==> config.mk <==
export PLATFORM = sky130hd
export DESIGN_NAME = csms_sweep
export DESIGN_NICKNAME = d
export VERILOG_FILES = /design/src/rtl/csms_pkg.sv /design/src/rtl/csms_sweep.sv
export SDC_FILE = /design/constraint.sdc
export NUM_CORES = 1
export LEC_CHECK = 0
export ABC_AREA = 1
export BUFFER_PORTS_ARGS = -buffer_cell sky130_fd_sc_hd__buf_2
export CORE_AREA = 2 2 260 390
export DETAILED_ROUTE_END_ITERATION = 8
export DIE_AREA = 0 0 262 392
export PLACE_DENSITY = 0.5
export SKIP_LAST_GASP = 1
export SLEW_MARGIN = 20
export SYNTH_ARGS = -nofsm -noshare
export SYNTH_HDL_FRONTEND = slang
export SYNTH_SLANG_ARGS = --single-unit
export TNS_END_PERCENT = 20
==> constraint.sdc <==
create_clock -name i_clk -period 7 [get_ports i_clk]
set_input_delay 0.35 -clock i_clk [delete_from_list [all_inputs] [get_ports i_clk]]
set_output_delay 0.35 -clock i_clk [all_outputs]
set_load 0.1 [all_outputs]
==> src/rtl/csms_pkg.sv <==
// Shared types and constants for the conservative span mark/sweep block.
// No dependencies; imported by every module under rtl/.
`timescale 1ns / 1ps

package csms_pkg;

    localparam int ADDR_W  = 64;
    localparam int SIZE_W  = 17;
    localparam int OBJS_W  = 32;
    localparam int PROD_W  = 2 * SIZE_W;

    localparam logic [63:0] WARN_THR_RESET = 64'd3006477107;
    localparam logic [63:0] CRIT_THR_RESET = 64'd3865470566;

    typedef enum logic [1:0] {
        OP_CLEAR = 2'd0,
        OP_LOAD  = 2'd1,
        OP_MARK  = 2'd2,
        OP_SWEEP = 2'd3
    } t_opcode;

    typedef enum logic [1:0] {
        KIND_LEAK  = 2'd0,
        KIND_CRIT  = 2'd1,
        KIND_CLEAN = 2'd2,
        KIND_FULL  = 2'd3
    } t_kind;

    typedef enum logic [1:0] {
        CFG_SCAN_EN  = 2'd0,
        CFG_WARN_THR = 2'd1,
        CFG_CRIT_THR = 2'd2,
        CFG_UNUSED   = 2'd3
    } t_cfg_idx;

    typedef enum logic [2:0] {
        SW_IDLE,
        SW_SCAN,
        SW_DRAIN,
        SW_FINAL,
        SW_SUM
    } t_sweep_state;

    // One table entry as it travels along the chain
    typedef struct packed {
        logic              valid;
        logic              mark;
        logic [ADDR_W-1:0] base;
        logic [SIZE_W-1:0] stride;
        logic [SIZE_W-1:0] in_use;
    } t_span;

    typedef struct packed {
        logic shift;
        logic mark;
        logic clear;
    } t_cell_ctrl;

    typedef struct packed {
        logic              valid;
        logic              last;
        t_kind             kind;
        logic [ADDR_W-1:0] base;
        logic [63:0]       bytes;
        logic [OBJS_W-1:0] objs;
    } t_result;

endpackage

==> src/rtl/csms_sweep.sv <==
// Sweep sequencer: rotates the chain once, picks leak candidates off the
// tail slot and emits them; at critical level a summary closes the sweep. Uses csms_pkg.
`timescale 1ns / 1ps

module csms_sweep
    import csms_pkg::*;
#(
    parameter int SPAN_SLOTS = 32
) (
    input  logic    i_clk,
    input  logic    i_rst_n,
    input  logic    i_start,
    input  logic    i_crit,
    input  t_span   i_tail,
    output logic    o_busy,
    output logic    o_rotate,
    output t_result o_res
);

    localparam int CNT_W = (SPAN_SLOTS > 1) ? $clog2(SPAN_SLOTS) : 1;
    localparam int NL_W  = $clog2(SPAN_SLOTS + 1);
    localparam logic [CNT_W-1:0] LAST_CNT = CNT_W'(SPAN_SLOTS - 1);

    t_sweep_state r_state, n_state;
    logic [CNT_W-1:0]  r_cnt;
    logic              r_crit;
    // stage 1: candidate picked off the tail
    logic              r_c_vld;
    logic [ADDR_W-1:0] r_c_base;
    logic [SIZE_W-1:0] r_c_stride;
    logic [SIZE_W-1:0] r_c_in_use;
    // stage 2: pending candidate, held until we know whether it is last
    logic              r_p_vld;
    logic [ADDR_W-1:0] r_p_base;
    logic [63:0]       r_p_bytes;
    logic [SIZE_W-1:0] r_p_objs;
    logic [63:0]       r_total;
    logic [NL_W-1:0]   r_nleak;

    logic              w_cand;
    logic              w_scan;
    logic              w_move;
    logic [PROD_W-1:0] w_prod;

    assign w_cand = i_tail.valid && !i_tail.mark && (i_tail.in_use != '0);
    assign w_scan = (r_state == SW_SCAN);
    assign w_move = (r_state == SW_SCAN) || (r_state == SW_DRAIN);
    assign w_prod = PROD_W'(r_c_stride) * PROD_W'(r_c_in_use);

    always_ff @(posedge i_clk) begin
        if (!i_rst_n) begin
            r_state <= SW_IDLE;
        end else begin
            r_state <= n_state;
        end
    end

    always_comb begin
        n_state  = r_state;
        o_rotate = 1'b0;
        o_res    = '0;
        case (r_state)
            SW_IDLE: begin
                if (i_start) n_state = SW_SCAN;
            end
            SW_SCAN: begin
                o_rotate = 1'b1;
                if (r_c_vld && r_p_vld) begin
                    o_res = '{valid: 1'b1, last: 1'b0, kind: KIND_LEAK, base: r_p_base,
                              bytes: r_p_bytes, objs: OBJS_W'(r_p_objs)};
                end
                if (r_cnt == LAST_CNT) n_state = SW_DRAIN;
            end
            SW_DRAIN: begin
                if (r_c_vld && r_p_vld) begin
                    o_res = '{valid: 1'b1, last: 1'b0, kind: KIND_LEAK, base: r_p_base,
                              bytes: r_p_bytes, objs: OBJS_W'(r_p_objs)};
                end
                n_state = SW_FINAL;
            end
            SW_FINAL: begin
                if (r_crit) begin
                    if (r_p_vld) begin
                        o_res = '{valid: 1'b1, last: 1'b0, kind: KIND_LEAK,
                                  base: r_p_base, bytes: r_p_bytes,
                                  objs: OBJS_W'(r_p_objs)};
                    end
                    n_state = SW_SUM;
                end else begin
                    if (r_p_vld) begin
                        o_res = '{valid: 1'b1, last: 1'b1, kind: KIND_LEAK,
                                  base: r_p_base, bytes: r_p_bytes,
                                  objs: OBJS_W'(r_p_objs)};
                    end else begin
                        o_res = '{valid: 1'b1, last: 1'b1, kind: KIND_CLEAN,
                                  base: '0, bytes: '0, objs: '0};
                    end
                    n_state = SW_IDLE;
                end
            end
            SW_SUM: begin
                o_res = '{valid: 1'b1, last: 1'b1, kind: KIND_CRIT, base: '0,
                          bytes: r_total, objs: OBJS_W'(r_nleak)};
                n_state = SW_IDLE;
            end
            default: begin
                n_state = SW_IDLE;
            end
        endcase
    end

    assign o_busy = (r_state != SW_IDLE);

    // control of the candidate pipeline
    always_ff @(posedge i_clk) begin
        if (!i_rst_n) begin
            r_c_vld <= 1'b0;
            r_p_vld <= 1'b0;
            r_cnt   <= '0;
            r_crit  <= 1'b0;
        end else if ((r_state == SW_IDLE) && i_start) begin
            r_c_vld <= 1'b0;
            r_p_vld <= 1'b0;
            r_cnt   <= '0;
            r_crit  <= i_crit;
        end else if (w_move) begin
            r_c_vld <= w_scan && w_cand;
            if (r_c_vld) r_p_vld <= 1'b1;
            if (w_scan) r_cnt <= r_cnt + CNT_W'(1);
        end
    end

    always_ff @(posedge i_clk) begin
        if ((r_state == SW_IDLE) && i_start) begin
            r_total <= '0;
            r_nleak <= '0;
        end else if (w_move) begin
            r_c_base   <= i_tail.base;
            r_c_stride <= i_tail.stride;
            r_c_in_use <= i_tail.in_use;
            if (r_c_vld) begin
                r_p_base  <= r_c_base;
                r_p_bytes <= 64'(w_prod);
                r_p_objs  <= r_c_in_use;
                if (r_p_vld) r_total <= r_total + r_p_bytes;
            end
            if (w_scan && w_cand) r_nleak <= r_nleak + NL_W'(1);
        end else if ((r_state == SW_FINAL) && r_p_vld) begin
            r_total <= r_total + r_p_bytes;
        end
    end

endmodule

# Word-level counts from Yosys, hierarchy flattened
# Cells that the tools add are included.
[word_totals]
rom_bits = 0
output_inout_bits = 166
elab_cells = 63
ram_bits = 0
latch_bits = 0
regBits = 294
memories = 0
[classes]
n_div = 0
muxes = 14
shifts = 0
eq_ne = 9
mul = 1
add_sub_neg = 3
reduce_logical = 21
bitwise_logic = 2
n_lt_le_gt_ge = 0
[op_table]
columns = ["cell", "n"]
rows = [
  ["$mux 164", 3],
  ["$pmux 164 s3", 1],
  ["$mux 64", 4],
  ["$mux 162", 1],
  ["$add 64x34->64", 1],
  ["$mul 17x17->34", 1],
  ["$reduce_bool 17->1", 1],
  ["$pmux 3 s4", 1],
  ["$reduce_and 2->1", 5],
  ["$mux 3", 3],
  ["$add 6x1->6 const B", 1],
  ["$eq 3x2->1 const B", 2],
  ["$logic_and 1x1->1", 6],
  ["$ne 2x2->1 const B", 3],
  ["$reduce_and 3->1", 2],
  ["$add 5x1->5 const B", 1],
  ["$eq 5x5->1 const B", 1],
  ["$reduce_or 2->1", 2],
  ["$eq 3x1->1 const B", 1],
  ["$eq 3x3->1 const B", 1],
  ["$logic_not 3->1", 1],
  ["$reduce_bool 3->1", 1],
  ["$ne 2x1->1 const B", 1],
  ["$not 1->1", 2],
  ["4 further kinds", 4],
]

# Depth between registers and ports, before layout
[logic_depth]
depth_word = 5
depth_mapped = 26

# Worst setup path before layout
# No wires, ideal clock.
[synth_timing]
path_type = "reg-to-reg"
start = "register r_state[2]"
end = "register r_p_base[0] (enable)"
period_less_slack_ns = 6.165
path_buffers = 0
path_stages_with_launch = 6
path_slack_ns = 0.835
t_required_ns = 6.532
arrival_time_ns = 5.697
path_cell_list = "dfxtp_1 inv_2 nand2_1 o21ai_2 nand2_1 inv_1"
[synth_via]
elab_chain_cells = 4
word_cells_on_any_way = 7
[synth_lines]
columns = ["element", "line", "source"]
rows = [
  ["start: declaration", "csms_sweep.sv:24", "t_sweep_state r_state, n_state;"],
  ["start signal: assignment", "csms_sweep.sv:54", "r_state <= n_state;"],
  ["$logic_not 3->1", "csms_sweep.sv:134", "if ((r_state == SW_IDLE) && i_start) begin"],
  ["$logic_and 1x1->1", "csms_sweep.sv:134", ""],
  ["$not 1->1 (no line)", "n/a", ""],
  ["$reduce_and 3->1 (no line) *", "n/a", ""],
  ["end signal: assignment", "csms_sweep.sv:142", "r_p_base <= r_c_base;"],
  ["end: declaration", "csms_sweep.sv:34", "logic [ADDR_W-1:0] r_p_base;"],
]
# Mark *: on every way between the ends. The rest lies on a longest branch, timed or not.
# A chain may end at the register's enable or synchronous reset.

# Worst setup path in the final report
[layout_timing]
start = "register r_c_stride[11]"
end = "register r_p_bytes[33] (data pin)"
[layout_via]
elab_chain_cells = 1
[layout_lines]
columns = ["element", "line", "source"]
rows = [
  ["start: declaration", "csms_sweep.sv:30", "logic [SIZE_W-1:0] r_c_stride;"],
  ["start signal: assignment", "csms_sweep.sv:139", "r_c_stride <= i_tail.stride;"],
  ["$mul 17x17->34", "csms_sweep.sv:48", "assign w_prod = PROD_W'(r_c_stride) * PROD_W'(r_c_in_use);"],
  ["via w_prod[33]", "csms_sweep.sv:43", "logic [PROD_W-1:0] w_prod;"],
  ["end signal: assignment", "csms_sweep.sv:143", "r_p_bytes <= 64'(w_prod);"],
  ["end: declaration", "csms_sweep.sv:35", "logic [63:0] r_p_bytes;"],
]
# The timed path passes the listed nets, and every way through them passes these cells.

==> flow_summary.toml <==
[yosys]
synth_area_leaders = "edfxtp_1 26%, fa_1 18%, inv_1 12%"
synth_most_common_cell = "inv_1"
syn_area_per_cell_um2 = 7.95
syn_inst = 3107
synth_cell_types = 48
netlist.area_leader.share_pct = 25.9
ys_top_cells_by_count = "785 x inv_1, 767 x nand2_1, 270 x nor2_1, 225 x fa_1, 213 x edfxtp_1"
yosys.area.top_type = "edfxtp_1"
synthFlopType = "edfxtp_1"
netlist_area_mm2 = 0.0247
synth_seq_cells = 294
synth_edf_count = 213
ys_async_sr_fraction_pct = 0
yosys_warnings = 0
ys_seq_area_share_pct = 32.5

[clocking]
cts-root-buf = "clkbuf_16"
clk_path_buf_depth = 3
clkLatencyLatePin_ns = 0.56
cts_setup_buffers = 0
cts_htree_levels = 2
cts.clk_slew.worst_paths_ns = 0.06
cts_made_buffers = 36
cts_hold_buf = 96
cts.sinks = 294
cts_resized = 0
cts_tree = "built"

[timing]
skew_ns = 0.00933
rsz0062_at_grt = "false"
max_freq_mhz = 166
postLayoutSetupSlackWorst_ns = 0.964
setup-violations-final = 0
drv_slew = 0
hold_violations = 0
fin_tns_setup_ns = 0
min_period_over_period_pct = 86.2
relSlewSlack_pct = 33.2
fin_crit_ns = 6.04
tightest_slew_ns = 1.00

[worst_setup_path]
slowest_stage = "edfxtp_1"
critical_path_arrival_ns = 6.33
cp_cell_sequence = "nand2_1 -> fa_1 -> fa_1 -> fa_1 -> inv_1 -> fa_1 -> fa_1 -> inv_1 -> fa_1 -> inv_1 -> ha_1 -> nand2_1 -> nor2_1 -> nand2_1 -> o21ai_0 -> nand3b_1 -> nand2_1 -> xor2_1"
crit_path_max_fanout = 17
cpPeakStageDelay_ns = 0.87
cp-start-kind = "flop"
critPathCaptureType = "flop"
worstPathRequired_ns = 7.29
cp_common_cell = "fa_1"
worst-setup-path-type = "reg2reg"

[cells_and_area]
multi_input_area_mm2 = 0.0132
area_growth_pct = 18.3
final_layout_size_suffix_gt1_share_pct = 10.4
fillCellCount = 10800
fin_nets = 3873
n_antenna_cell = 0
seq_area_mm2 = 0.00802

[floorplan]
die_h_um = 392
initial_core_util_pct = 24.8
rows = 142
die_area_mm2 = 0.103
coreArea_mm2 = 0.0995
die_width_um = 262
ioPinCount = 270

[global_route]
grt_start_max_net_pins = 74
overflow = 0
busiest_layer = "met2"
antenna_found_initial = 1
gr-usage-met3_pct = 1.76
grt_pass1_vias = 21100
grt_first_pass_wirelength_mm = 122
grt_util_met2_pct = 29.7
grt_use_met1_pct = 17.0
track_usage_pct = 15.6

[detailed_routing]
first_iter_violations = 1063
vias = 20300
ant_nets = 0
drc = 0
avgRoutedWirePerCell_um = 16.8
vias_per_cell = 4.29
drt-total-wl_mm = 79.3
drt-pass1-iter-count = 5

[placed_design]
portBuffers = 254
place_ws_ns = 0.971
place_congestion = 0.911
dpl.hpwl_mm = 62.7

[run_status]
outcome = "finished, final reports clean"

[hold_path]
hold_class = "in2reg"

[job]
max-cap-violations = 0
==> kinds of logic after synthesis <==
| group | synth area share [%] |
|---|---|
| AO/OA/AOI/OAI | 5.49 |
| XOR/XNOR | 1.88 |
| adder cells (fa/ha/maj) | 25.6 |
| buffers and inverters | 14.3 |
| flip-flops | 32.5 |
| other | 0.0152 |
| AND/OR/NAND/NOR | 20.3 |
==> critical path, delay by kind of cell (launching register included) <==
family,cells,cell delay [ns]
AOI/OAI and AO/OA,1,0.44
xor gates and xnor gates,1,0.06
adders and majority gates,7,3.42
buffers and inverters,3,0.16
DFF,1,0.87
and+or+nand+nor,6,0.80
==> stage by stage <==
stage | hold WS, ns | std cells | cell area [µm²] | util [%]
floorplan | 0.400 | 3121 | 24700 | -
global placement | 0.400 | 4561 | 27200 | 27.3
detailed placement | 0.405 | 4561 | 27200 | 27.3
CTS | 0.0222 | 4722 | 29200 | 29.4
global route | 0.0211 | 4722 | 29200 | 29.4
finish | 0.0484 | 4722 | 29200 | 29.4
==> cells in the final DEF, fill, tap and decap left out, types with 3 or more instances in the layout <==
| master | instances |
|---|---|
| inv_1 | 784 |
| nand2_1 | 767 |
| nor2_1 | 270 |
| buf_2 | 254 |
| fa_1 | 225 |
| edfxtp_1 | 213 |
| ha_1 | 145 |
| a21oi_1 | 124 |
| nand3_1 | 97 |
| dlygate4sd3_1 | 96 |
| o21ai_0 | 89 |
| dfxtp_1 | 81 |
| xor2_1 | 43 |
| clkbuf_16 | 36 |
| nor3_1 | 24 |
| nand4_1 | 24 |
| conb_1 | 15 |
| xnor2_1 | 10 |
| clkbuf_1 | 10 |
| buf_4 | 10 |
| nor4_1 | 9 |
| nor2_2 | 8 |
| a21o_1 | 7 |
| o21bai_1 | 7 |
| nor3_2 | 7 |
| clkinv_2 | 6 |
| inv_2 | 5 |
| nand2_2 | 5 |
| a22o_1 | 5 |
| clkinv_1 | 5 |
| inv_6 | 4 |
| a32o_1 | 3 |
| o22ai_1 | 3 |
| or2_2 | 3 |
| o211ai_1 | 3 |
| nor3b_1 | 3 |
| clkinvlp_4 | 3 |
==> worst paths after layout <==
kind	start	endpoint	cells past startpoint	slack [ns]
worst min register to register	r_c_base[49]	r_p_base[49]	0	0.42
worst max register to register	r_c_stride[11]	r_p_bytes[33]	18	0.96
worst min-delay path	i_tail[11]	r_c_in_use[11]	1	0.05
worst max-delay path	r_c_stride[11]	r_p_bytes[33]	18	0.96
==> state kept, by name (all words and copies together) (netlist names) <==
signal and cells:
r_c_base 64, r_p_base 64, r_total 64, r_p_bytes 34
r_c_in_use 17, r_c_stride 17, r_p_objs 17, r_nleak 6
r_cnt 5, r_state 3, r_c_vld 1, r_crit 1
r_p_vld 1
==> cell type report <==
class | instances | share of cell area (%)
Tap cell | 1296 | 5.55
Clock buffer | 46 | 3.21
Inverter | 791 | 10.2
Clock inverter | 19 | 0.510
Multi-Input combinational cell | 1916 | 45.2
Timing Repair Buffer | 360 | 7.90
Sequential cell | 294 | 27.4
==> layer usage <==
layer,vias up,part of all wire [%]
met5,-,0
met4,0,5.0
met3,157,3.6
met2,439,53
met1,9762,38
li1,9905,-
Power is left out: the tool's default activity adds up to more than one toggle a clock period on the data nets, which glitch-free logic cannot reach.
