<file path="config.mk">
export PLATFORM = sky130hd
export DESIGN_NAME = csms_cell
export DESIGN_NICKNAME = d
export VERILOG_FILES = /design/src/rtl/csms_pkg.sv /design/src/rtl/csms_cell.sv
export SDC_FILE = /design/constraint.sdc
export NUM_CORES = 1
export LEC_CHECK = 0
export CORE_MARGIN = 1
export CORE_UTILIZATION = 59
export DETAILED_ROUTE_END_ITERATION = 12
export DONT_BUFFER_PORTS = 1
export PLACE_DENSITY = 0.9
export RECOVER_POWER = 100
export SKIP_CTS_REPAIR_TIMING = 1
export SKIP_LAST_GASP = 1
export SLEW_MARGIN = 10
export SYNTH_ARGS = -nofsm -noshare
export SYNTH_HDL_FRONTEND = slang
export SYNTH_SLANG_ARGS = --single-unit
</file>
<file path="constraint.sdc">
create_clock -name i_clk -period 3.7 [get_ports i_clk]
set_clock_uncertainty 0.05 [all_clocks]
set_input_delay 0.74 -clock i_clk [delete_from_list [all_inputs] [get_ports i_clk]]
set_output_delay 0.74 -clock i_clk [all_outputs]
set_load 0.005 [all_outputs]
</file>
<file path="src/rtl/csms_pkg.sv">
// Shared types and constants for the conservative span mark/sweep block.
// No dependencies; imported by every module under rtl/.
`timescale 1ns / 1ps

package csms_pkg;

    localparam int ADDR_W  = 64;
    localparam int SIZE_W  = 17;
    localparam int OBJS_W  = 32;
    localparam int PROD_W  = 2 * SIZE_W;

    localparam logic [63:0] WARN_THR_RESET = 64'd3006477107;
    localparam logic [63:0] CRIT_THR_RESET = 64'd3865470566;

    typedef enum logic [1:0] {
        OP_CLEAR = 2'd0,
        OP_LOAD  = 2'd1,
        OP_MARK  = 2'd2,
        OP_SWEEP = 2'd3
    } t_opcode;

    typedef enum logic [1:0] {
        KIND_LEAK  = 2'd0,
        KIND_CRIT  = 2'd1,
        KIND_CLEAN = 2'd2,
        KIND_FULL  = 2'd3
    } t_kind;

    typedef enum logic [1:0] {
        CFG_SCAN_EN  = 2'd0,
        CFG_WARN_THR = 2'd1,
        CFG_CRIT_THR = 2'd2,
        CFG_UNUSED   = 2'd3
    } t_cfg_idx;

    typedef enum logic [2:0] {
        SW_IDLE,
        SW_SCAN,
        SW_DRAIN,
        SW_FINAL,
        SW_SUM
    } t_sweep_state;

    // One table entry as it travels along the chain
    typedef struct packed {
        logic              valid;
        logic              mark;
        logic [ADDR_W-1:0] base;
        logic [SIZE_W-1:0] stride;
        logic [SIZE_W-1:0] in_use;
    } t_span;

    typedef struct packed {
        logic shift;
        logic mark;
        logic clear;
    } t_cell_ctrl;

    typedef struct packed {
        logic              valid;
        logic              last;
        t_kind             kind;
        logic [ADDR_W-1:0] base;
        logic [63:0]       bytes;
        logic [OBJS_W-1:0] objs;
    } t_result;

endpackage

</file>
<file path="src/rtl/csms_cell.sv">
// One slot of the span chain: holds an entry, matches candidate words
// against it and passes its entry to the next slot on shift. Uses csms_pkg.
`timescale 1ns / 1ps

module csms_cell
    import csms_pkg::*;
#(
    parameter int SPAN_RANGE = 65536
) (
    input  logic       i_clk,
    input  logic       i_rst_n,
    input  t_cell_ctrl i_ctrl,
    input  logic [ADDR_W-1:0] i_word,
    input  t_span      i_prev,
    output t_span      o_span
);

    logic              r_valid;
    logic              r_mark;
    logic [ADDR_W-1:0] r_base;
    logic [SIZE_W-1:0] r_stride;
    logic [SIZE_W-1:0] r_in_use;
    logic [ADDR_W-1:0] w_off;
    logic              w_hit;

    // range ends at 2^64: offset is only meaningful when word >= base
    assign w_off = i_word - r_base;
    assign w_hit = r_valid && (i_word != '0) && (i_word >= r_base)
                   && (w_off < ADDR_W'(SPAN_RANGE));

    always_ff @(posedge i_clk) begin
        if (!i_rst_n) begin
            r_valid <= 1'b0;
            r_mark  <= 1'b0;
        end else if (i_ctrl.clear) begin
            r_valid <= 1'b0;
            r_mark  <= 1'b0;
        end else if (i_ctrl.shift) begin
            r_valid <= i_prev.valid;
            r_mark  <= i_prev.mark;
        end else if (i_ctrl.mark && w_hit) begin
            r_mark  <= 1'b1;
        end
    end

    always_ff @(posedge i_clk) begin
        if (i_ctrl.shift) begin
            r_base   <= i_prev.base;
            r_stride <= i_prev.stride;
            r_in_use <= i_prev.in_use;
        end
    end

    assign o_span = '{valid: r_valid, mark: r_mark, base: r_base,
                      stride: r_stride, in_use: r_in_use};

endmodule

</file>
# == After elaboration in Yosys (flattened, before gate mapping) ==
# Index checks and enable logic that the tools add are counted.
# word_totals
inputBits,169
wordCells,18
ff_bits,100
# classes
n_reduce_logical,7
n_addsub,1
n_mux,2
n_lt_le_gt_ge,2
bitwise,1
# op_table
op,n
$ge A64 B64 Y1,1
$lt A64 B17 Y1 const B,1
$reduce_bool A64 Y1,1
$sub A64 B64 Y64,1
$logic_and A1 B1 Y1,4
$mux W1,2
$reduce_bool A2 Y1,1
$reduce_or A2 Y1,1
$not A1 Y1,1

# == Depth between registers and ports, before layout ==
# Gate-level depths: netlist of run 1.
# depth
depth_word,7
depth_mapped,15

# == Worst setup path after synthesis of run 1 ==
# No wires, ideal clock.
# synth_path
kind,input -> register
start,input port i_word[34]
end,register r_mark
arrival_ns,3.416
n_path_buf,1
path_stages,14
setup_ns,0.069
path_slack_ns,0.165
cell_sequence,ha_1 -> buf_2 -> nand2_1 -> o21ai_1 -> a21oi_1 -> or2_2 -> and3b_1 -> a211oi_2 -> nor2_2 -> xnor2_1 -> or4_4 -> nor4_2 -> nand4_1 -> o21ai_1
# synth_between
elab_chain_cells,6
# synth_rtl
element,line_no,text
from (decl),csms_cell.sv:13,"input logic [ADDR_W-1:0] i_word,"
branches (longest 3 deep; another with $sub A64 B64 Y64),--,
$logic_and A1 B1 Y1 *,csms_cell.sv:29,&& (w_off < ADDR_W'(SPAN_RANGE));
$logic_and A1 B1 Y1 *,csms_cell.sv:41,end else if (i_ctrl.mark && w_hit) begin
$reduce_bool A2 Y1 (no line) *,--,
to (signal assigned),csms_cell.sv:40,r_mark <= i_prev.mark;
to (decl),csms_cell.sv:19,logic r_mark;
# Mark *: on every way between the ends.
# A chain may end at the register's enable or synchronous reset.

# == Worst setup path after layout of run 1 ==
# layout_path
start,register r_base[15]
end,register r_mark
# layout_between
elab_chain_cells,5
# layout_rtl
element,line_no,text
from (decl),csms_cell.sv:20,logic [ADDR_W-1:0] r_base;
from (signal assigned),csms_cell.sv:48,r_base <= i_prev.base;
$sub A64 B64 Y64 / $ge A64 B64 Y1 (equally long branches),"csms_cell.sv:27, csms_cell.sv:28",
$lt A64 B17 Y1 / $logic_and A1 B1 Y1 (equally long branches),"csms_cell.sv:29, csms_cell.sv:28",
$logic_and A1 B1 Y1 *,csms_cell.sv:29,
$logic_and A1 B1 Y1 *,csms_cell.sv:41,
$reduce_bool A2 Y1 (no line) *,--,
# Mark *: on every way between the ends. The rest lies on a longest branch, timed or not.

==> results of run 1 <==
[path summary, 6_finish.rpt]
| path | start | to | slack [ns] |
|---|---|---|---|
| worst max-delay path | r_base[15] | r_mark | -0.03 |
| worst min-delay path | i_prev[95] | r_base[61] | 0.41 |
| worst max register to register | r_base[15] | r_mark | -0.03 |
| worst min register to register | r_valid | r_valid | 0.54 |
[report_power, final]
group	switching (uW)	total [uW]	internal [uW]
Clock	502	976	474
Combinational	761	1300	544
Sequential	73.9	1420	1350
Total	1340	3700	2360
[cell families (layout without fill, tap and decap cells)]
logic type / after synthesis / in the layout / synth area share [%]
and+or+nand+nor: 275 / 275 / 18.30
AOI/OAI and AO/OA: 264 / 264 / 22.66
buffers and inverters: 110 / 217 / 5.772
DFF: 100 / 100 / 38.98
adders and majority gates: 64 / 64 / 10.46
xor gates and xnor gates: 23 / 23 / 2.632
muxes: 9 / 9 / 1.194
other: 0 / 1 / 0
[per-layer routing]
| metal | wire (um) | GRT usage (%) |
|---|---|---|
| met1 | 10740 | 51.99 |
| met2 | 12480 | 62.42 |
| met3 | 3434 | 12.71 |
| met4 | 1099 | 16.92 |
| met5 | 0 | 0 |
[synthesized netlist by cell type (5+ instances only)]
master / instances / share of area (%)
and3_1: 6 / 0.49
nor2b_1: 6 / 0.49
o21a_1: 13 / 1.3
a21o_1: 19 / 1.9
nand3_1: 19 / 1.2
edfxtp_1: 98 / 38
clkbuf_1: 15 / 0.74
o2111ai_1: 5 / 0.57
nand2b_1: 7 / 0.57
nor2_1: 52 / 2.6
nand2_1: 79 / 3.9
nor4_1: 28 / 2.3
ha_1: 64 / 10
and2_1: 5 / 0.41
xnor2_1: 16 / 1.8
a211oi_1: 9 / 0.88
o211ai_1: 6 / 0.59
inv_1: 79 / 3.9
xor2_1: 7 / 0.80
o21ai_0: 42 / 2.7
o21bai_1: 6 / 0.59
a21oi_1: 84 / 5.5
mux2i_1: 8 / 1.0
o21ai_1: 19 / 1.2
nor3_1: 16 / 1.0
buf_2: 10 / 0.65
nand4_1: 30 / 2.5
[flip-flops by register name (all words and copies together), names as in the netlist]
register,cells
r_in_use,17
r_stride,17
r_base,64
r_valid,1
r_mark,1
[through the flow]
step,power [uW],cell area [sq um],util (%)
after floorplan,2159,7652,-
after global placement,2623,8612,68.24
after detailed placement,2632,8612,68.24
after CTS,3582,8907,70.58
after global routing,3833,9131,72.36
final,3701,9134,72.38
[worst max-delay path: cells and delay by family (launching register included)]
kind	cells	cell delay (ns)
fa+ha+maj	1	0.35
buf+inv	2	0.23
compound gates	8	1.70
simple gates	4	0.95
flops	1	0.39
[layout make-up]
class / instances / area, sq um / area share [%]
diodes: 1 / 2.502 / 0.02740
flip-flops and latches: 100 / 2983 / 32.66
repair buffers: 121 / 897.1 / 9.822
well taps: 172 / 215.2 / 2.356
multi-input cells: 635 / 4441 / 48.62
inverters: 80 / 300.3 / 3.288
clock inverters: 7 / 70.07 / 0.7671
clock buffers: 9 / 225.2 / 2.466
==> flow_summary_export.csv, run 1 <==
group,metric,value,unit
floorplanning,die_x,115.9,um
synthesis,ys_types,78,
synthesis,yosysSeqAreaShare,38.98,%
sta,rsz0062_at_grt,"true",
finish,final_cell_mix,"buf_4 (118), edfxtp_1 (98), a21oi_1 (81)",
detailed_routing,drtIter0Drc,990,
outcome,violations,"setup timing",
placed_design,place_inst,1105,
detailed_routing,first_pass_iters,5,
clock_network,cts_buffers,9,
critical_path,worstPathArrival,3.99,ns
sta,finalCritPeriodShare,100.8,%
synthesis,synth_edf_count,98,
clock_network,clock_path_buffers,2,
min_path,min-delay-path-class,"in -> reg",
critical_path,end_kind,"flip-flop",
clock_network,path_clk_slew,0.09,ns
detailed_routing,vias_per_cell,6.775,
synthesis,synth.cell_area,7652,sq um
sta,fin_ws,-0.02908,ns
detailed_routing,wirelength,27.75,mm
clock_network,cts-htree-levels,3,
floorplanning,die_area,13430,sq um
placed_design,hpwlAfterDp,22.30,mm
critical_path,r2r_cells,15,
power,power_density,405.1,nW/um^2
floorplanning,start_util,60.64,%
placed_design,globalplace.congestion,1.066,
clock_network,cts_tree,"built",
clock_network,insertion_delay,0.37,ns
detailed_routing,drcViolationCount,0,
global_routing,grt_pass1_vias,7169,
run,drv_cap,0,
finish,final_common_cell,"buf_4",
finish,drive_gt1_share,20.27,%
synthesis,syn_nets,1078,
global_routing,grt_max_degree,102,
sta,min_period,3.729,ns
sta,hold_violations,0,
global_routing,grt-ovfl-total,0,
sta,setup_viol,1,
critical_path,cpMaxStageDelayCell,"edfxtp_1",
finish,fill_cells,982,
critical_path,path_cells,"inv_1, ha_1, buf_4, nand3_1, nor4_4, o31a_2, a311oi_2, a21o_2, a21oi_4, a41oi_2, nor4_2, o221ai_1, a22oi_1, nand4_1, o21ai_1",
synthesis,synth.yosys.warnings,0,
clock_network,cts-root-buf,"clkbuf_16",
critical_path,cp-start-kind,"flip-flop",
floorplanning,die_h,115.9,um
clock_network,cts_sinks,100,
finish,syn_to_final_growth,19.36,%
finish,fin_nets,1180,
floorplanning,placementRows,41,
synthesis,synthFlopType,"edfxtp_1",
detailed_routing,routedWlPerCell,24.66,um
critical_path,crit_fanout,5,
sta,fin_tns_setup,-0.02908,ns
global_routing,grt_pass1_wl,39.36,mm
synthesis,async_flop_share,0,%
sta,slew_headroom,56.05,%
sta,fmax,268.2,MHz
placed_design,place.port_buffers,0,
min_path,min_path_cells,0,
global_routing,grt_usage,40.27,%
power,leakage,0.003715,uW
critical_path,cp.required,3.96,ns
placed_design,dp_slack,-0.3579,ns
synthesis,synthCells,845,
sta,hold_ws,0.4067,ns
floorplanning,core,12620,sq um
outcome,status,"complete, but fails checks",
synthesis,synth-seq-cells,100,
critical_path,max_stage_delay,0.39,ns
power,ir_drop,352.3,uV
finish,fin_cells,1125,
sta,finalMaxSlewViolations,0,
floorplanning,ios,269,
global_routing,antenna_found_initial,0,
detailed_routing,num_vias,7622,
sta,worst_pin_slew,0.6532,ns
synthesis,avgSynthCellArea,9.056,sq um
detailed_routing,ant_nets,0,
critical_path,crit_type,"reg -> reg",
Note: power is estimated with default switching activity, not from simulation.
==> run 2, diff against run 1 <==
Settings changed: CORE_MARGIN 1 to 2.
==> run 2 against run 1 <==
Compared with the run above: the flow now finishes without violations; sequential power hardly changed; cell count grew 5.5%; sequential share of layout area decreased by 2.5 points; register-to-register slack improved by 0.08 ns; non-clock buffer count rose by 63; die area is 3.5% higher; clock power about the same; core utilization up 6.0 points; critical path depth grew 1; global-route usage is 0.71 points higher; setup slack improved by 0.082 ns; largest power group is now combinational cells; highest routed layer unchanged.
==> flow_summary_export.csv, run 2 (synthesis gave the netlist of run 1 again) <==
group,metric,value,unit
critical_path,crit_type,"reg -> reg",
sta,fin_tns_setup,0,ns
finish,syn_to_final_growth,29.20,%
floorplanning,die_h,117.9,um
global_routing,grt_usage,40.98,%
detailed_routing,drcViolationCount,0,
clock_network,cts_sinks,100,
floorplanning,placementRows,41,
placed_design,place.port_buffers,0,
power,power,3942,uW
min_path,min-delay-path-class,"in -> reg",
detailed_routing,routedWlPerCell,25.42,um
global_routing,grt_pass1_wl,43.69,mm
floorplanning,die_x,117.9,um
critical_path,cp.required,3.95,ns
finish,drive_gt1_share,27.98,%
sta,setup_viol,0,
placed_design,place_area,9030,sq um
clock_network,cts-htree-levels,3,
clock_network,insertion_delay,0.37,ns
floorplanning,die_area,13900,sq um
critical_path,crit_fanout,4,
detailed_routing,vias_per_cell,6.825,
finish,regMostFlops,"r_base",
critical_path,cp-start-kind,"flip-flop",
power,share_seq_of_total_power,36.1,%
clock_network,cts_buffers,9,
finish,final_common_cell,"buf_4",
power,power_density,398.7,nW/um^2
placed_design,globalplace.congestion,1.053,
finish,fin_nets,1243,
sta,slew_headroom,47.14,%
floorplanning,ios,269,
floorplanning,core,12620,sq um
clock_network,cts-root-buf,"clkbuf_16",
finish,fin_area,9887,sq um
sta,min_period,3.647,ns
power,power.internal,2550,uW
sta,finalCritPeriodShare,98.56,%
power,clkPwrFrac,25.7,%
power,swShare,35.31,%
global_routing,antenna_found_initial,0,
sta,hold_violations,0,
placed_design,hpwlAfterDp,24.24,mm
finish,diodes,0,
power,leakage,0.004051,uW
sta,fmax,274.2,MHz
detailed_routing,num_vias,8101,
finish,largest_register_ffs,64,
finish,final_cell_mix,"buf_4 (179), edfxtp_1 (98), nand2_1 (79)",
placed_design,dp_slack,-0.2937,ns
sta,fin_ws,0.05310,ns
power,combPwrFrac,38.2,%
detailed_routing,drtIter0Drc,1266,
critical_path,worstPathArrival,3.90,ns
critical_path,end_kind,"flip-flop",
clock_network,path_clk_slew,0.09,ns
detailed_routing,first_pass_iters,6,
detailed_routing,wirelength,30.17,mm
run,drv_cap,0,
sta,worst_pin_slew,0.7857,ns
outcome,status,"complete, no violations",
clock_network,clock_path_buffers,2,
global_routing,grt-ovfl-total,0,
floorplanning,start_util,60.64,%
detailed_routing,ant_nets,0,
power,switching_power,1392,uW
global_routing,grt_pass1_vias,7556,
sta,hold_ws,0.4128,ns
power,ir_drop,351.2,uV
global_routing,grt_max_degree,102,
clock_network,cts_tree,"built",
sta,finalMaxSlewViolations,0,
finish,top_regs,"r_base: 64 flops, r_in_use: 17 flops, r_stride: 17 flops",
[run 2: changes by cell type in the layout (fill, tap and decap cells not counted), sizes merged]
cell      delta
buf         +64
clkinv       -2
bufinv       +1
clkinvlp     -1
diode        -1
inv          +1
[run 2: per-layer routing]
layer | up-vias | GRT usage (%) | part of all wire, %
met4 | 0 | 18.30 | 5.0
met5 | - | 0 | 0
met1 | 3762 | 55.05 | 38
met2 | 718 | 62.68 | 44
li1 | 3510 | - | -
met3 | 111 | 10.32 | 12
[run 2: worst paths after layout]
path / cells after the start / slack [ns] / endpoint / from
worst max-delay path: 16 / 0.05 / r_mark / r_base[16]
worst min-delay path: 0 / 0.41 / r_in_use[4] / i_prev[4]
worst max register to register: 16 / 0.05 / r_mark / r_base[16]
worst min register to register: 2 / 0.53 / r_valid / r_valid
[run 2: power by group through the flow]
stage                     clock network (uW)  registers [uW]  logic [uW]
after floorplan                            0            1410         746
after global placement                     0            1440        1300
after detailed placement                   0            1440        1320
after CTS                               1010            1420        1330
after global routing                    1060            1430        1600
final                                   1010            1420        1510
[run 2: final cells by class]
type	count	area (sq um)
tap	172	215.2
sequential	100	2983
fill	866	2733
timing repair buffer	184	1403
clock inverter	6	78.83
multi-input combinational	635	4678
clock buffer	10	229.0
inverter	80	300.3
[run 2: through the flow]
| step | cells | utilization, % |
|---|---|---|
| 2_1_floorplan | 845 | - |
| 6_report | 1187 | 78.35 |
| 3_5_place_dp | 1159 | 71.55 |
| 4_1_cts | 1175 | 73.99 |
| 5_1_grt | 1187 | 78.35 |
| 3_3_place_gp | 1159 | 71.55 |
[run 2: critical path: stages, from the launching register on]
cell	delay (ns)
edfxtp_1	0.40
inv_1	0.07
ha_1	0.29
nand2_1	0.16
nor4_4	0.30
o21ai_2	0.14
a21oi_2	0.23
o211ai_1	0.12
buf_4	0.16
a211o_1	0.35
a21boi_0	0.17
buf_4	0.16
mux2i_1	0.17
o21ai_0	0.13
nor4_2	0.39
nand4_1	0.17
o21ai_1	0.11
==> run 3, diff against run 2 <==
Settings changed: ABC_AREA set to 1, CORE_UTILIZATION 59 to 60, PLACE_DENSITY 0.9 to 0.91.
==> run 3 against run 2 <==
Compared with the run above: total power fell by 7.5%; sequential power barely moved; clock-buffer cell count did not move; via count rose by 17%; critical path depth did not move; hold slack got worse by 0.0038 ns; first-iteration DRC count fell by 18%; synthesized area rose by 23%.
==> flow_summary_export.csv, run 3 <==
group,metric,value,unit
outcome,status,"complete, no violations",
finish,multi_input_area,5050,sq um
synthesis,synth_area_leaders,"edfxtp_1 (31%), nand2_1 (24%), inv_1 (14%)",
critical_path,path_cells,"inv_1, ha_1, nand2_1, nor2_1, inv_1, nor2_1, nand2_1, clkinv_1, nand3_1, nand4_1, nand3_1, nor2_1, nand2_1, nor3_1, nand3_1, a21oi_2",
detailed_routing,first_pass_iters,6,
critical_path,startpoint,"r_base[36]",
placed_design,place_inst,1735,
synthesis,synth_top_area_share,31.32,%
detailed_routing,drcViolationCount,0,
finish,final_common_cell,"nand2_1",
critical_path,cp.required,3.94,ns
synthesis,synthFlopType,"edfxtp_1",
placed_design,globalplace.congestion,1.050,
clock_network,cts_buffers,9,
clock_network,cts-htree-levels,3,
synthesis,synth_top_cells_by_count,"nand2_1 (600), inv_1 (344), nor2_1 (169), edfxtp_1 (98), nand3_1 (66)",
critical_path,path_buf_inv,3,
critical_path,crit_end,"r_mark",
critical_path,critPathTopFamily,"simple AND/OR/NAND/NOR gates",
global_routing,grt_usage,36.76,%
clock_network,cts-root-buf,"clkbuf_16",
global_routing,grt-ovfl-total,0,
power,leakage,0.005524,uW
synthesis,synth.yosys.warnings,0,
sta,worst_pin_slew,0.9678,ns
critical_path,path_depth,16,
global_routing,antenna_found_initial,0,
finish,fin_util,65.08,%
critical_path,r2r-end,"r_mark",
power,power,3645,uW
placed_design,place_area,9644,sq um
placed_design,hpwlAfterDp,26.44,mm
floorplanning,die_area,16680,sq um
finish,diodes,0,
critical_path,crit_type,"reg -> reg",
finish,top_regs,"r_base: 64 flops, r_in_use: 17 flops, r_stride: 17 flops",
floorplanning,start_util,61.57,%
synthesis,yosysSeqAreaShare,31.75,%
floorplanning,ios,269,
finish,fill_cells,1391,
min_path,min-delay-path-class,"in -> reg",
finish,fin_cells,1751,
critical_path,cp-start-kind,"flip-flop",
global_routing,grt_pass1_vias,8686,
synthesis,async_flop_share,0,%
global_routing,grt_max_degree,102,
sta,rsz0062_at_grt,"false",
synthesis,yosysMostFrequentCell,"nand2_1",
detailed_routing,wirelength,31.02,mm
critical_path,reg2reg_slack,0.52,ns
critical_path,cpMaxStageDelayCell,"ha_1",
sta,fmax,314.2,MHz
synthesis,synth.cell_area,9395,sq um
detailed_routing,drtIter0Drc,1032,
synthesis,synthCells,1526,
finish,final_cell_mix,"nand2_1 (600), inv_1 (344), nor2_1 (169)",
sta,fin_tns_setup,0,ns
finish,fin_nets,1768,
finish,regMostFlops,"r_base",
floorplanning,core,15260,sq um
synthesis,ys_types,28,
detailed_routing,ant_nets,0,
floorplanning,die_h,129.1,um
global_routing,grt_pass1_wl,45.82,mm
critical_path,r2r_cells,16,
finish,drive_gt1_share,4.286,%
clock_network,path_clk_slew,0.09,ns
sta,min_period,3.182,ns
clock_network,cts_sinks,100,
power,ir_drop,329.3,uV
floorplanning,placementRows,45,
clock_network,insertion_delay,0.37,ns
power,power_density,367.0,nW/um^2
run,drv_cap,0,
sta,finalMaxSlewViolations,0,
sta,hold_violations,0,
finish,syn_to_final_growth,5.700,%
finish,fin_area,9931,sq um
critical_path,r2r_start,"r_base[36]",
detailed_routing,num_vias,9503,
synthesis,synth-seq-cells,100,
floorplanning,die_x,129.1,um
synthesis,syn_nets,1759,
critical_path,worstPathArrival,3.42,ns
synthesis,synth_edf_count,98,
detailed_routing,vias_per_cell,5.427,
clock_network,clock_path_buffers,2,
placed_design,place.port_buffers,0,
sta,setup_viol,0,
sta,slew_headroom,34.80,%
sta,finalCritPeriodShare,86.01,%
finish,largest_register_ffs,64,
critical_path,crit_fanout,5,
synthesis,avgSynthCellArea,6.157,sq um
detailed_routing,routedWlPerCell,17.72,um
clock_network,cts_tree,"built",
critical_path,end_kind,"flip-flop",
critical_path,max_stage_delay,0.47,ns
synthesis,yosysTopAreaCell,"edfxtp_1",
finish,seq_area,2983,sq um
run 3: how the worst min path moves through the flow:
stage,startpoint,to,slack [ns],cells past startpoint
after floorplan,r_valid,r_valid,0.42,2
after detailed placement,r_valid,r_valid,0.52,2
after global routing,i_prev[68],r_base[34],0.41,0
after global placement,r_valid,r_valid,0.48,2
after CTS,i_prev[68],r_base[34],0.41,0
final,i_prev[64],r_base[30],0.41,0
run 3: per-stage QoR:
stage,hold slack (ns),setup WS [ns]
floorplan,0.4238,1.207
global placement,0.4752,0.3576
detailed placement,0.5248,0.3287
CTS,0.4102,0.6077
global route,0.4054,0.4195
finish,0.4090,0.5176
run 3: kinds of logic (layout without fill, tap and decap cells):
family	after synthesis	count (layout)	synth area share [%]
adder cells (fa/ha/maj)	64	64	8.523
buffers and inverters	361	375	14.50
flip-flops	100	100	31.75
AO/OA/AOI/OAI	84	84	4.967
AND/OR/NAND/NOR	915	915	40.07
XOR/XNOR	2	2	0.1865
run 3: layer usage:
layer | global-route usage [%] | part of all wire, % | vias up | wire (um)
met2 | 57.43 | 44 | 577 | 13670
met5 | 0 | 0 | - | 0
li1 | - | - | 4649 | -
met3 | 10.78 | 11 | 48 | 3424
met1 | 50.09 | 43 | 4229 | 13260
met4 | 9.910 | 2.2 | 0 | 669
run 3: power breakdown:
part / total (uW) / leakage [uW] / internal [uW] / switching, uW
combinational: 1250 / 0.00441 / 384 / 869
sequential: 1410 / 0.000976 / 1350 / 67.5
clock: 978 / 0.000141 / 476 / 502
total: 3640 / 0.00552 / 2210 / 1440
run 3: cell type report:
cell class | instances | share of cell area (%)
Clock buffer | 10 | 2.306
Clock inverter | 6 | 0.5796
Inverter | 359 | 13.57
Multi-Input combinational cell | 1065 | 50.85
Sequential cell | 100 | 30.04
Tap cell | 211 | 2.658
